`src/rtl/core/sipd_pkg.sv`:
```
// Shared types and constants for the shift-coefficient IIR low-pass with peak detect.
// Used by every module under rtl/core; no dependencies.
`default_nettype none

package sipd_pkg;

   localparam int PREC_W      = 32;   // precise (widened) value width
   localparam int SAMPLE_W    = 16;   // regular-precision width
   localparam int SHIFT_W     = 4;    // width of the shift registers
   localparam int EFB_DEFAULT = 16;   // extra fraction bits, default

   localparam int REQ_DATA_W  = 16;   // sample
   localparam int RSP_DATA_W  = 40;   // filtered, pos, neg, peak_value, pad
   localparam int CSR_IDX_W   = 1;

   localparam logic [CSR_IDX_W-1:0] CSR_INPUT_SHIFT   = 1'b0;
   localparam logic [CSR_IDX_W-1:0] CSR_DAMPING_SHIFT = 1'b1;

   localparam logic [SHIFT_W-1:0] INPUT_SHIFT_RST   = 4'd4;
   localparam logic [SHIFT_W-1:0] DAMPING_SHIFT_RST = 4'd2;

   localparam logic MODE_INIT = 1'b0;
   localparam logic MODE_ADD  = 1'b1;

   // Output history after the update of the current item
   typedef struct packed {
      logic signed [PREC_W-1:0] y0;
      logic signed [PREC_W-1:0] y1;
      logic signed [PREC_W-1:0] y2;
   } taps_type;

   typedef struct packed {
      logic signed [SAMPLE_W-1:0] peak_value;
      logic                       neg_peak;
      logic                       pos_peak;
      logic signed [SAMPLE_W-1:0] filtered;
   } result_type;

endpackage

`default_nettype wire

```
`src/rtl/core/shift_iir_lowpass_peak_detect_core.sv`:
```
// Top level: stream handshake, input and result registers, config registers.
// Depends on sipd_pkg, sipd_filter, sipd_peak.
//
//  channel   ports                         payload
//  req       req_tvalid/tready/tdata/tuser tdata: sample[15:0]; tuser: mode
//  rsp       rsp_tvalid/tready/tdata       filtered, pos_peak, neg_peak, peak_value
//  csr       csr_we/index/wdata            0: input_shift, 1: damping_shift
//
// One transaction per clock sustained while rsp_tready is high; rsp_tvalid rises
// after the req accept has passed the input register, then the result register.
// The filter recursion is combinational between the two registers.
// Reset is synchronous: histories clear to zero, shifts go to 4 and 2.
// A stalled rsp side holds the result register; req_tready drops only when
// both the input register and the result register are full.
`default_nettype none

module shift_iir_lowpass_peak_detect_core
   import sipd_pkg::*;
#(
   parameter int EXTRA_FRACTION_BITS = EFB_DEFAULT
) (
   input  wire logic                  clock,
   input  wire logic                  reset,
   input  wire logic                  req_tvalid,
   output logic                       req_tready,
   input  wire logic [REQ_DATA_W-1:0] req_tdata,   // [15:0] sample
   input  wire logic                  req_tuser,   // [0] mode
   output logic                       rsp_tvalid,
   input  wire logic                  rsp_tready,
   // [15:0] filtered, [16] pos_peak, [17] neg_peak, [33:18] peak_value, rest zero
   output logic [RSP_DATA_W-1:0]      rsp_tdata,
   input  wire logic                  csr_we,
   input  wire logic [CSR_IDX_W-1:0]  csr_index,
   input  wire logic [SHIFT_W-1:0]    csr_wdata
);

   logic                       s1_valid_ff, s1_valid_in;
   logic                       s1_mode_ff;
   logic signed [SAMPLE_W-1:0] s1_sample_ff;
   logic                       rsp_valid_ff, rsp_valid_in;
   result_type                 rsp_data_ff;
   logic [SHIFT_W-1:0]         input_shift_ff, damping_shift_ff;

   logic       req_fire;
   logic       out_ready;
   logic       step;
   taps_type   taps;
   result_type res;

   assign out_ready  = !rsp_valid_ff || rsp_tready;
   assign step       = s1_valid_ff && out_ready;
   assign req_tready = !s1_valid_ff || out_ready;
   assign req_fire   = req_tvalid && req_tready;

   assign s1_valid_in  = req_fire ? 1'b1 : (step ? 1'b0 : s1_valid_ff);
   assign rsp_valid_in = step ? 1'b1 : (rsp_tready ? 1'b0 : rsp_valid_ff);

   always_ff @(posedge clock) begin
      if (reset) begin
         s1_valid_ff  <= 1'b0;
         rsp_valid_ff <= 1'b0;
      end else begin
         s1_valid_ff  <= s1_valid_in;
         rsp_valid_ff <= rsp_valid_in;
      end
   end

   always_ff @(posedge clock) begin
      if (req_fire) begin
         s1_mode_ff   <= req_tuser;
         s1_sample_ff <= req_tdata[SAMPLE_W-1:0];
      end
      if (step) begin
         rsp_data_ff <= res;
      end
   end

   always_ff @(posedge clock) begin
      if (reset) begin
         input_shift_ff   <= INPUT_SHIFT_RST;
         damping_shift_ff <= DAMPING_SHIFT_RST;
      end else if (csr_we) begin
         case (csr_index)
            CSR_INPUT_SHIFT:   input_shift_ff   <= csr_wdata;
            CSR_DAMPING_SHIFT: damping_shift_ff <= csr_wdata;
            default: ;
         endcase
      end
   end

   sipd_filter #(
      .EXTRA_FRACTION_BITS(EXTRA_FRACTION_BITS)
   ) u_filter (
      .clock         (clock),
      .reset         (reset),
      .step          (step),
      .mode          (s1_mode_ff),
      .sample        (s1_sample_ff),
      .input_shift   (input_shift_ff),
      .damping_shift (damping_shift_ff),
      .taps          (taps)
   );

   sipd_peak #(
      .EXTRA_FRACTION_BITS(EXTRA_FRACTION_BITS)
   ) u_peak (
      .taps (taps),
      .res  (res)
   );

   assign rsp_tvalid = rsp_valid_ff;
   assign rsp_tdata  = RSP_DATA_W'(rsp_data_ff);

   // A peak cannot be both a maximum and a minimum
   a_peak_exclusive: assert property (@(posedge clock) disable iff (reset)
      rsp_valid_ff |-> !(rsp_data_ff.pos_peak && rsp_data_ff.neg_peak))
      else $error("both peak flags set");

   // peak_value is zero unless a flag is set
   a_peak_value_zero: assert property (@(posedge clock) disable iff (reset)
      (rsp_valid_ff && !rsp_data_ff.pos_peak && !rsp_data_ff.neg_peak)
         |-> (rsp_data_ff.peak_value == '0))
      else $error("peak_value without peak flag");

   // Init item always gives no peak
   a_init_no_peak: assert property (@(posedge clock) disable iff (reset)
      (step && s1_mode_ff == MODE_INIT) |=> !rsp_data_ff.pos_peak && !rsp_data_ff.neg_peak)
      else $error("peak flagged on init item");

   // Input back-pressure only while the whole pipe is full and stalled
   a_stall_cause: assert property (@(posedge clock) disable iff (reset)
      !req_tready |-> (s1_valid_ff && rsp_valid_ff && !rsp_tready))
      else $error("req_tready low without a full stalled pipe");

endmodule

`default_nettype wire

```
`src/rtl/core/sipd_filter.sv`:
```
// History registers and the shift-and-add recursion of the second-order filter.
// Depends on sipd_pkg.
`default_nettype none

module sipd_filter
   import sipd_pkg::*;
#(
   parameter int EXTRA_FRACTION_BITS = EFB_DEFAULT
) (
   input  wire logic                       clock,
   input  wire logic                       reset,
   input  wire logic                       step,
   input  wire logic                       mode,
   input  wire logic signed [SAMPLE_W-1:0] sample,
   input  wire logic [SHIFT_W-1:0]         input_shift,
   input  wire logic [SHIFT_W-1:0]         damping_shift,
   output taps_type                        taps
);

   // Only the two newest entries of each history are needed: the oldest
   // one is always overwritten before it is read.
   logic signed [PREC_W-1:0] x_ff [2];
   logic signed [PREC_W-1:0] y_ff [2];
   logic signed [PREC_W-1:0] x_in [2];
   logic signed [PREC_W-1:0] y_in [2];

   logic signed [PREC_W-1:0] wide;
   logic signed [PREC_W-1:0] sum;
   logic [SHIFT_W-1:0]       a1;
   logic [SHIFT_W-1:0]       a2;

   assign wide = PREC_W'(sample) <<< EXTRA_FRACTION_BITS;
   assign a1   = (input_shift >= SHIFT_W'(1)) ? input_shift - SHIFT_W'(1) : '0;
   assign a2   = (input_shift >= SHIFT_W'(2)) ? input_shift - SHIFT_W'(2) : '0;

   // new y2 = y_ff[1], new y1 = y_ff[0], new x2 = x_ff[1], new x1 = x_ff[0]
   always_comb begin
      sum = (y_ff[0] - y_ff[1]) + y_ff[0];
      sum = sum - (y_ff[0] >>> damping_shift) + (y_ff[1] >>> damping_shift);
      sum = sum + (wide >>> input_shift) + (x_ff[0] >>> a1) + (x_ff[1] >>> input_shift);
      sum = sum - (y_ff[1] >>> a2);
   end

   always_comb begin
      if (mode == MODE_INIT) begin
         x_in[0] = wide;
         x_in[1] = wide;
         y_in[0] = wide;
         y_in[1] = wide;
         taps.y0 = wide;
         taps.y1 = wide;
         taps.y2 = wide;
      end else begin
         x_in[0] = wide;
         x_in[1] = x_ff[0];
         y_in[0] = sum;
         y_in[1] = y_ff[0];
         taps.y0 = sum;
         taps.y1 = y_ff[0];
         taps.y2 = y_ff[1];
      end
   end

   always_ff @(posedge clock) begin
      if (reset) begin
         x_ff[0] <= '0;
         x_ff[1] <= '0;
         y_ff[0] <= '0;
         y_ff[1] <= '0;
      end else if (step) begin
         x_ff[0] <= x_in[0];
         x_ff[1] <= x_in[1];
         y_ff[0] <= y_in[0];
         y_ff[1] <= y_in[1];
      end
   end

endmodule

`default_nettype wire

```
`src/rtl/core/sipd_peak.sv`:
```
// Local peak test on the updated output history and narrowing to regular precision.
// Depends on sipd_pkg.
`default_nettype none

module sipd_peak
   import sipd_pkg::*;
#(
   parameter int EXTRA_FRACTION_BITS = EFB_DEFAULT
) (
   input  wire taps_type taps,
   output result_type    res
);

   logic pos;
   logic neg;

   assign pos = (taps.y0 < taps.y1) && (taps.y1 >= taps.y2);
   assign neg = (taps.y0 > taps.y1) && (taps.y1 <= taps.y2);

   always_comb begin
      res.filtered   = taps.y0[EXTRA_FRACTION_BITS +: SAMPLE_W];
      res.pos_peak   = pos;
      res.neg_peak   = neg;
      res.peak_value = (pos || neg) ? taps.y1[EXTRA_FRACTION_BITS +: SAMPLE_W] : '0;
   end

endmodule

`default_nettype wire
```
`config.mk`:
```
export PLATFORM = sky130hd
export DESIGN_NAME = shift_iir_lowpass_peak_detect_core
export DESIGN_NICKNAME = d
export VERILOG_FILES = /design/src/rtl/core/sipd_pkg.sv /design/src/rtl/core/shift_iir_lowpass_peak_detect_core.sv /design/src/rtl/core/sipd_filter.sv /design/src/rtl/core/sipd_peak.sv
export SDC_FILE = /design/constraint.sdc
export NUM_CORES = 1
export LEC_CHECK = 0
export ABC_CLOCK_PERIOD_IN_PS = 26800
export BUFFER_PORTS_ARGS = -buffer_cell sky130_fd_sc_hd__buf_2
export CORE_AREA = 2 2 218 199
export CTS_CLUSTER_SIZE = 20
export DETAILED_ROUTE_END_ITERATION = 8
export DIE_AREA = 0 0 220 201
export PLACE_DENSITY = 0.62
export SYNTH_ARGS = -nofsm -noshare
export SYNTH_HDL_FRONTEND = slang
export SYNTH_SLANG_ARGS = --single-unit
```
`constraint.sdc`:
```
create_clock -name clock -period 26.8 [get_ports clock]
set_input_delay 2.68 -clock clock [delete_from_list [all_inputs] [get_ports clock]]
set_output_delay 2.68 -clock clock [all_outputs]
set_load 0.01 [all_outputs]
```
Yosys cells after proc, flatten, opt, wreduce, memory -nomap -nowiden
Memory sizes are Yosys's and may differ from the RTL's.
Cells that the tools add are included.
{"block": "classes", "n_addsub": 10, "magnitude_cmp": 6, "shifts": 6, "n_mux": 18, "n_bitwise": 5, "n_reduce_logical": 13}
{"operator": "32-bit by 4-bit >>> shifter with 32-bit output", "count": 6}
{"operator": "32-bit adder", "count": 5}
{"operator": "32-bit two-way mux", "count": 5}
{"operator": "96-bit two-way mux", "count": 1}
{"operator": "32-bit subtractor", "count": 3}
{"operator": "64-bit two-way mux", "count": 1}
{"operator": "32-bit >= comparator", "count": 1}
{"operator": "32-bit greater-than comparator", "count": 1}
{"operator": "32-bit less-or-equal comparator", "count": 1}
{"operator": "32-bit less-than comparator", "count": 1}
{"operator": "1-bit two-way mux", "count": 9}
{"operator": "4-bit two-way mux", "count": 2}
{"operator": "4-bit by 1-bit >= comparator with 1-bit output, second input constant", "count": 1}
{"operator": "4-bit by 2-bit >= comparator with 1-bit output, second input constant", "count": 1}
{"operator": "1-bit logical AND", "count": 4}
{"operator": "1-bit OR", "count": 4}
{"operator": "2-bit AND reduction", "count": 2}
{"operator": "2-bit nonzero test", "count": 2}
{"operator": "4-bit by 1-bit subtractor with 4-bit output, second input constant", "count": 1}
{"operator": "4-bit by 2-bit subtractor with 4-bit output, second input constant", "count": 1}
{"operator": "1-bit logical OR", "count": 3}
{"operator": "1-bit zero test", "count": 2}
{"operator": "1-bit inverter", "count": 1}
{"block": "totals", "register_bits": 61, "ram_bits": 128, "in_bits": 27, "output_inout_bits": 42, "word_cells": 70, "n_memories": 2}
{"name": "u_filter.x_ff", "depth": 2, "width": 32, "rd": 2, "rd_clocked_by_memory_dff": 0, "write_ports": 2, "line_no": "sipd_filter.sv:22", "text": "logic signed [PREC_W-1:0] x_ff [2];"}
{"name": "u_filter.y_ff", "depth": 2, "width": 32, "rd": 2, "rd_clocked_by_memory_dff": 0, "write_ports": 2, "line_no": "sipd_filter.sv:23", "text": "logic signed [PREC_W-1:0] y_ff [2];"}

Depth between registers and ports, before layout
Gate-level depths: netlist of the first run.
An unclocked memory read counts as a cell.
{"block": "depth", "word_depth": 13, "depth_mapped": 40, "depth_no_buf": 36}

By module
From an unflattened synthesis of the first run, not the netlist that was laid out.
{"block": "hier_totals", "hier_cells": 2309, "area_unflattened_um2": 21030.2}
{"module": "sipd_filter", "n_inst": 1, "cells_per_inst": 1932, "area_per_inst_um2": 17027.6, "seq_area_each_um2": 2882.8}
{"module": "shift_iir_lowpass_peak_detect_core", "n_inst": 1, "cells_per_inst": 100, "area_per_inst_um2": 2003.2, "seq_area_each_um2": 1731.7}
{"module": "sipd_peak", "n_inst": 1, "cells_per_inst": 277, "area_per_inst_um2": 1999.4, "seq_area_each_um2": 0.0}

Worst setup path before layout of the first run
No wires, ideal clock.
{"block": "synth_timing", "path_type": "register -> register", "start": "reg input_shift_ff[0]", "end": "reg rsp_data_ff (netlist bit rsp_tdata[24]), data pin", "setup_ps": 139, "arrival_time_ps": 8590, "t_required_ps": 26661, "path_slack_ps": 18070, "stages_incl_launch_ff": 37, "n_path_buf": 6, "period_less_slack_ps": 8730, "path_cell_list": "dfxtp_1 buf_1 inv_1 clkbuf_1 ha_1 o311ai_0 o21a_1 buf_2 clkbuf_1 mux2i_1 fa_1 inv_1 fa_1 fa_1 inv_1 fa_1 inv_1 ha_1 buf_6 a21o_1 a311oi_2 o221ai_1 a31oi_2 nor2_1 or3_1 a211o_1 nand3_1 ha_1 a21oi_1 o21ai_0 a221oi_1 o21ai_1 a211oi_1 xnor2_1 mux2_2 buf_2 nor2_1"}
{"block": "synth_via", "elab_chain_len": 10, "word_cells_on_any_way": 20, "cone_classes": "6 x add/sub; 4 x order compare; 4 x shift; 3 x mux; 3 x reduce/logical"}
{"item": "from (decl)", "line_no": "shift_iir_lowpass_peak_detect_core.sv:42", "text": "logic [SHIFT_W-1:0] input_shift_ff, damping_shift_ff;"}
{"item": "from (signal assigned)", "line_no": "shift_iir_lowpass_peak_detect_core.sv:84", "text": "CSR_INPUT_SHIFT: input_shift_ff <= csr_wdata;"}
{"item": "parallel branches: the longest is 5 deep, another holds 32-bit adder"}
{"item": "32-bit subtractor (*)", "line_no": "sipd_filter.sv:41", "text": "sum = sum - (y_ff[1] >>> a2);"}
{"item": "96-bit two-way mux (*)", "line_no": "sipd_filter.sv:45", "text": "if (mode == MODE_INIT) begin"}
{"item": "32-bit less-than comparator / 32-bit greater-than comparator (equally long branches)", "line_no": "sipd_peak.sv:17, sipd_peak.sv:18"}
{"item": "1-bit logical AND (on tied branches)", "line_no": "sipd_peak.sv:17, sipd_peak.sv:18"}
{"item": "1-bit logical OR (*)", "line_no": "sipd_peak.sv:24", "text": "res.peak_value = (pos || neg) ? taps.y1[EXTRA_FRACTION_BITS +: SAMPLE_W] : '0;"}
{"item": "to (signal assigned)", "line_no": "shift_iir_lowpass_peak_detect_core.sv:74", "text": "rsp_data_ff <= res;"}
{"item": "to (decl)", "line_no": "shift_iir_lowpass_peak_detect_core.sv:41", "text": "result_type rsp_data_ff;"}
Every way passes the cells marked *.
A chain may end at the register's enable or synchronous reset.

==> results of run 1 <==
[layer usage]
layer  share of wire [%]  wire length [um]
met1                  42             31000
met2                  43             31600
met3                 9.5              6960
met4                 5.4              4000
met5                   0                 0
[cell usage after synthesis, types with 39 or more instances]
library cell / instances / area [um2]
inv_1: 280 / 1050
and2_1: 49 / 307
clkbuf_1: 84 / 315
mux4_2: 45 / 1010
a21oi_1: 165 / 826
nor2_1: 190 / 713
fa_1: 180 / 3600
nand3_1: 41 / 205
nand2_1: 270 / 1010
o21ai_0: 104 / 521
a31oi_1: 39 / 244
a21o_1: 42 / 315
edfxtp_1: 147 / 4410
ha_1: 103 / 1290
mux2i_1: 209 / 2090
[kinds of logic after synthesis]
logic type,count (synthesis),synth area share [%]
AND/OR/NAND/NOR,695,15.3
AO/OA/AOI/OAI,447,13.0
buffers and inverters,427,8.31
adder cells (fa/ha/maj),283,23.6
multiplexers,276,16.2
flip-flops,157,22.3
XOR/XNOR,31,1.31
other,1,0.0181
[sequential cells by signal, indices dropped and copies added (netlist names)]
signal            flops
rsp_tdata            34
u_filter.y_ff        64
u_filter.x_ff        32
damping_shift_ff      4
rsp_tvalid            1
s1_valid_ff           1
input_shift_ff        4
s1_sample_ff         16
s1_mode_ff            1
[cell type report]
class                           instances  share of cell area [%]
Timing Repair Buffer                   94                    2.51
Sequential cell                       157                    21.1
Clock buffer                           19                    1.97
Multi-Input combinational cell       1738                    65.6
Inverter                              283                    4.84
Clock inverter                         13                   0.810
Tap cell                              555                    3.16
[final timing paths]
path,endpoint,slack (ns)
setup / recovery,rsp_tdata[19],16.13
hold / removal,rsp_tvalid,0.52
setup reg to reg,rsp_tdata[19],16.13
hold reg to reg,rsp_tvalid,0.52
[layout by cell type, fill, tap and decap left out, types with 22 or more instances in the layout]
cell type and instances:
buf_2 62, a21o_1 42, nor2_1 188, o21ai_0 104, mux4_2 45, mux2i_1 209
edfxtp_1 147, nand2_1 270, and2_1 49, and3_1 22, nand3_1 41, buf_4 32
a31oi_1 39, a21oi_1 165, mux2_2 22, inv_1 279, a211oi_1 28, nor2b_1 37
ha_1 103, xnor2_1 23, fa_1 180
[critical path: cells and delay by family, from the launching register on]
family	cells	cell delay [ns]
flip-flops	1	0.31
AND/OR/NAND/NOR	10	2.85
adder cells (fa/ha/maj)	8	3.34
buffers and inverters	5	1.02
XOR/XNOR	1	0.26
multiplexers	2	0.81
AO/OA/AOI/OAI	7	1.90
[stage by stage]
stage | setup WS, ns | util, %
6_report | 16.13 | 52.0
4_1_cts | 16.28 | 52.0
2_1_floorplan | 18.07 | -
3_3_place_gp | 16.58 | 50.6
5_1_grt | 15.43 | 52.0
3_5_place_dp | 16.36 | 50.6
==> reports/summary.txt, run 1 <==
status: complete, no violations
Hold Crit Class: reg -> reg
largest net degree at the start of global routing: 103
number of top-level pins: 69
Core Region: 42200 um2
die area: 44200 um2
initial antenna violation count: 0
period utilisation layout: 39.8%
crit-path most repeated cell: fa_1
Setup crit end kind: flop
fill count: 4003
met1 Use GR: 48.5%
Post-synth EDFFs: 147
via count: 17600
placed cells: 2827
Hold Path Origin: s1_valid_ff
Seq/Total Area, Yosys: 22.3%
CTS buffer count: 17
vias per inst: 6.17
Cell Area, Synth: 20700 um2
TritonCTS clock tree: built
final non-filler cell total: 2859
Max clock buf depth: 2
RSZ-0062 raised after global routing: no
slowest CP cell: nor2_2
Crit path required time: 27.16 ns
transition time of the tightest slew-check pin: 1.14 ns
worst hold slack: 0.519 ns
global-route wire length before repair: 110000 um
WP data arrival: 11.03 ns
Initial DRC Count: 2413
PortBufs: 62
reg2reg path depth: 33
number of global-route vias before repair: 17300
final setup fails: 0
Final Cell Area: 21900 um2
NumNets Final: 2601
YS warnings: 0
GR Util All Layers: 34.5%
Worst-path clk slew: 0.07 ns
main flop type after synthesis: edfxtp_1
Final HPWL DP: 59200 um
final slew viol count: 0
share of post-route cells with drive strength above 1: 9.59%
Std-Cell Rows: 72
Congestion Overflow GR: 0
CTS H-tree depth: 4
Worst slew margin: 23.8%
ANT cells: 0
worst reg2reg path startpoint: input_shift_ff[0]
RD Place Congestion: 1.05
max cap viols: 0
clk sinks: 157
Global Route met3 Usage: 7.42%
GRT busiest layer: met2
post-route ant nets: 0
die width: 220 um
die height: 201 um
Critical Path Source Type: flop
Syn Area/Cell: 8.93 um2
CTS-repair resized insts: 0
Multi-input gate area: 14400 um2
TNS Setup: 0 ns
# hold bufs at CTS: 0
met2 usage: 50.0%
Max Fclk: 0.0937 GHz
CP Launch Point: input_shift_ff[0]
worst hold path depth: 2
Tmin final: 10.67 ns
Initial Util: 49.1%
critical path's largest stage delay: 0.88 ns
wirelength, routed: 73600 um
clock skew: 0.0194 ns
async set or reset register ratio after synthesis: 0%
Setup CP Type: reg -> reg
DRT Pass-1 Iters: 6
Final Hold Vio Count: 0
Synth Register Bits: 157
DR DRC count: 0
# Post-CTS Setup Buffers: 0
area added between synthesis and finish: 6.00%
Mapped Cells: 2317
placed cell area: 21300 um2
Sequential cell area: 4620 um2
Worst Path Max Fanout: 42
Synth cell types: 67
Routed wire per std cell: 25.7 um
clock root buffer: clkbuf_16
worst skew pair latency: 0.51 ns
Power of run 1 is left out: the tool's default activity adds up to more than one toggle a clock period on the data nets, which glitch-free logic cannot reach.
==> inputs of run 2 (changes only) <==
Settings changed: ABC_CLOCK_PERIOD_IN_PS 26800 to 9380, PLACE_DENSITY 0.62 to 0.64.
Clock period 26.8 ns to 9.38 ns, I/O delays scaled along.
==> reports/summary.txt, run 2 (synthesized netlist as in run 1, its figures left out) <==
Setup CP Type: reg -> reg
initial antenna violation count: 0
slowest CP cell: fa_1
via count: 17800
delay-heaviest family, CP: adder cells
Routed wire per std cell: 26.6 um
number of global-route vias before repair: 17300
NumNets Final: 2630
PortBufs: 62
Sequential cell area: 4630 um2
TritonCTS clock tree: built
worst reg2reg path startpoint: input_shift_ff[2]
CTS H-tree depth: 4
Setup crit end kind: flop
DR DRC count: 0
share of post-route cells with drive strength above 1: 11.7%
WP data arrival: 9.43 ns
Max Fclk: 0.110 GHz
critical path's largest stage delay: 0.55 ns
TNS Setup: 0 ns
die area: 44200 um2
fill count: 3999
wirelength, routed: 76800 um
CP Launch Point: input_shift_ff[2]
Multi-input gate area: 14500 um2
largest reg by FF count: u_filter.y_ff
post-route ant nets: 0
Initial Util: 49.1%
largest net degree at the start of global routing: 96
Tmin final: 9.09 ns
clock skew: 0.0170 ns
Std-Cell Rows: 72
Hold Path Origin: s1_valid_ff
number of top-level pins: 69
crit-path most repeated cell: mux2i_1
clk sinks: 157
Worst Path Max Fanout: 33
Critical Path Source Type: flop
DRT Pass-1 Iters: 5
Final Hold Vio Count: 0
Largest register FFs: 64
Hold Crit Class: reg -> reg
transition time of the tightest slew-check pin: 1.02 ns
most frequent cells in the layout: inv_1, nand2_1, mux2i_1
area added between synthesis and finish: 7.41%
global-route wire length before repair: 114000 um
worst skew pair latency: 0.50 ns
Worst-path clk slew: 0.07 ns
final slew viol count: 0
final setup fails: 0
period utilisation layout: 96.9%
Crit path required time: 9.72 ns
Core Region: 42200 um2
die height: 201 um
Max clock buf depth: 2
Congestion Overflow GR: 0
CTS buffer count: 17
Crit path buffers/inverters: 4
die width: 220 um
Final HPWL DP: 62200 um
commonest non-fill, non-tap cell in the layout: inv_1
GR Util All Layers: 35.8%
Initial DRC Count: 1845
max cap viols: 0
status: complete, no violations
RD Place Congestion: 1.01
vias per inst: 6.15
clock root buffer: clkbuf_16
# hold bufs at CTS: 0
Worst slew margin: 31.5%
## run 2: area by class of cell
class,count,share of cell area [%]
Timing Repair Buffer,123,3.62
Tap cell,555,3.12
Clock buffer,18,1.93
Antenna cell,1,0.0113
Multi-Input combinational cell,1738,65.2
Clock inverter,13,0.467
Inverter,283,4.81
Sequential cell,157,20.8
## run 2: routing by layer
layer	vias up	routed length, um	share of wire, %	track usage (%)
met4	0	3890	5.1	16.5
li1	7942	-	-	-
met5	-	0	0	0
met3	135	6700	8.7	7.18
met1	8815	32500	42	50.3
met2	867	33800	44	52.9
## run 2: repair_timing
action | in CTS | in global routing
setup buffers | 0 | 11
setup endpoints to repair | 0 | 18
gates resized for setup | 0 | 33
## run 2: final timing paths
kind	end	slack [ns]	cells after the start
min reg2reg	rsp_tvalid	0.52	2
min	rsp_tvalid	0.52	2
max reg2reg	rsp_tdata[21]	0.29	31
max	rsp_tdata[21]	0.29	31
## run 2: tightest hold or removal path, stage by stage (launching register included)
cell and delay (ns):
dfxtp_1 0.33, nor2_1 0.10, nor2_1 0.04
## run 2: stage by stage
step                      hold WS, ns  utilization, %  cell area, um2  instances  worst slack (ns)
final                           0.518            52.7           22200       2888             0.290
after global routing            0.543            52.7           22200       2887           -0.0474
after CTS                       0.520            52.2           22000       2876            0.0205
after detailed placement        0.509            51.0           21500       2845            0.0892
after global placement          0.501            51.0           21500       2845             0.288
after floorplan                 0.487               -           20700       2322             0.650
Power of run 2 is left out for the same reason.
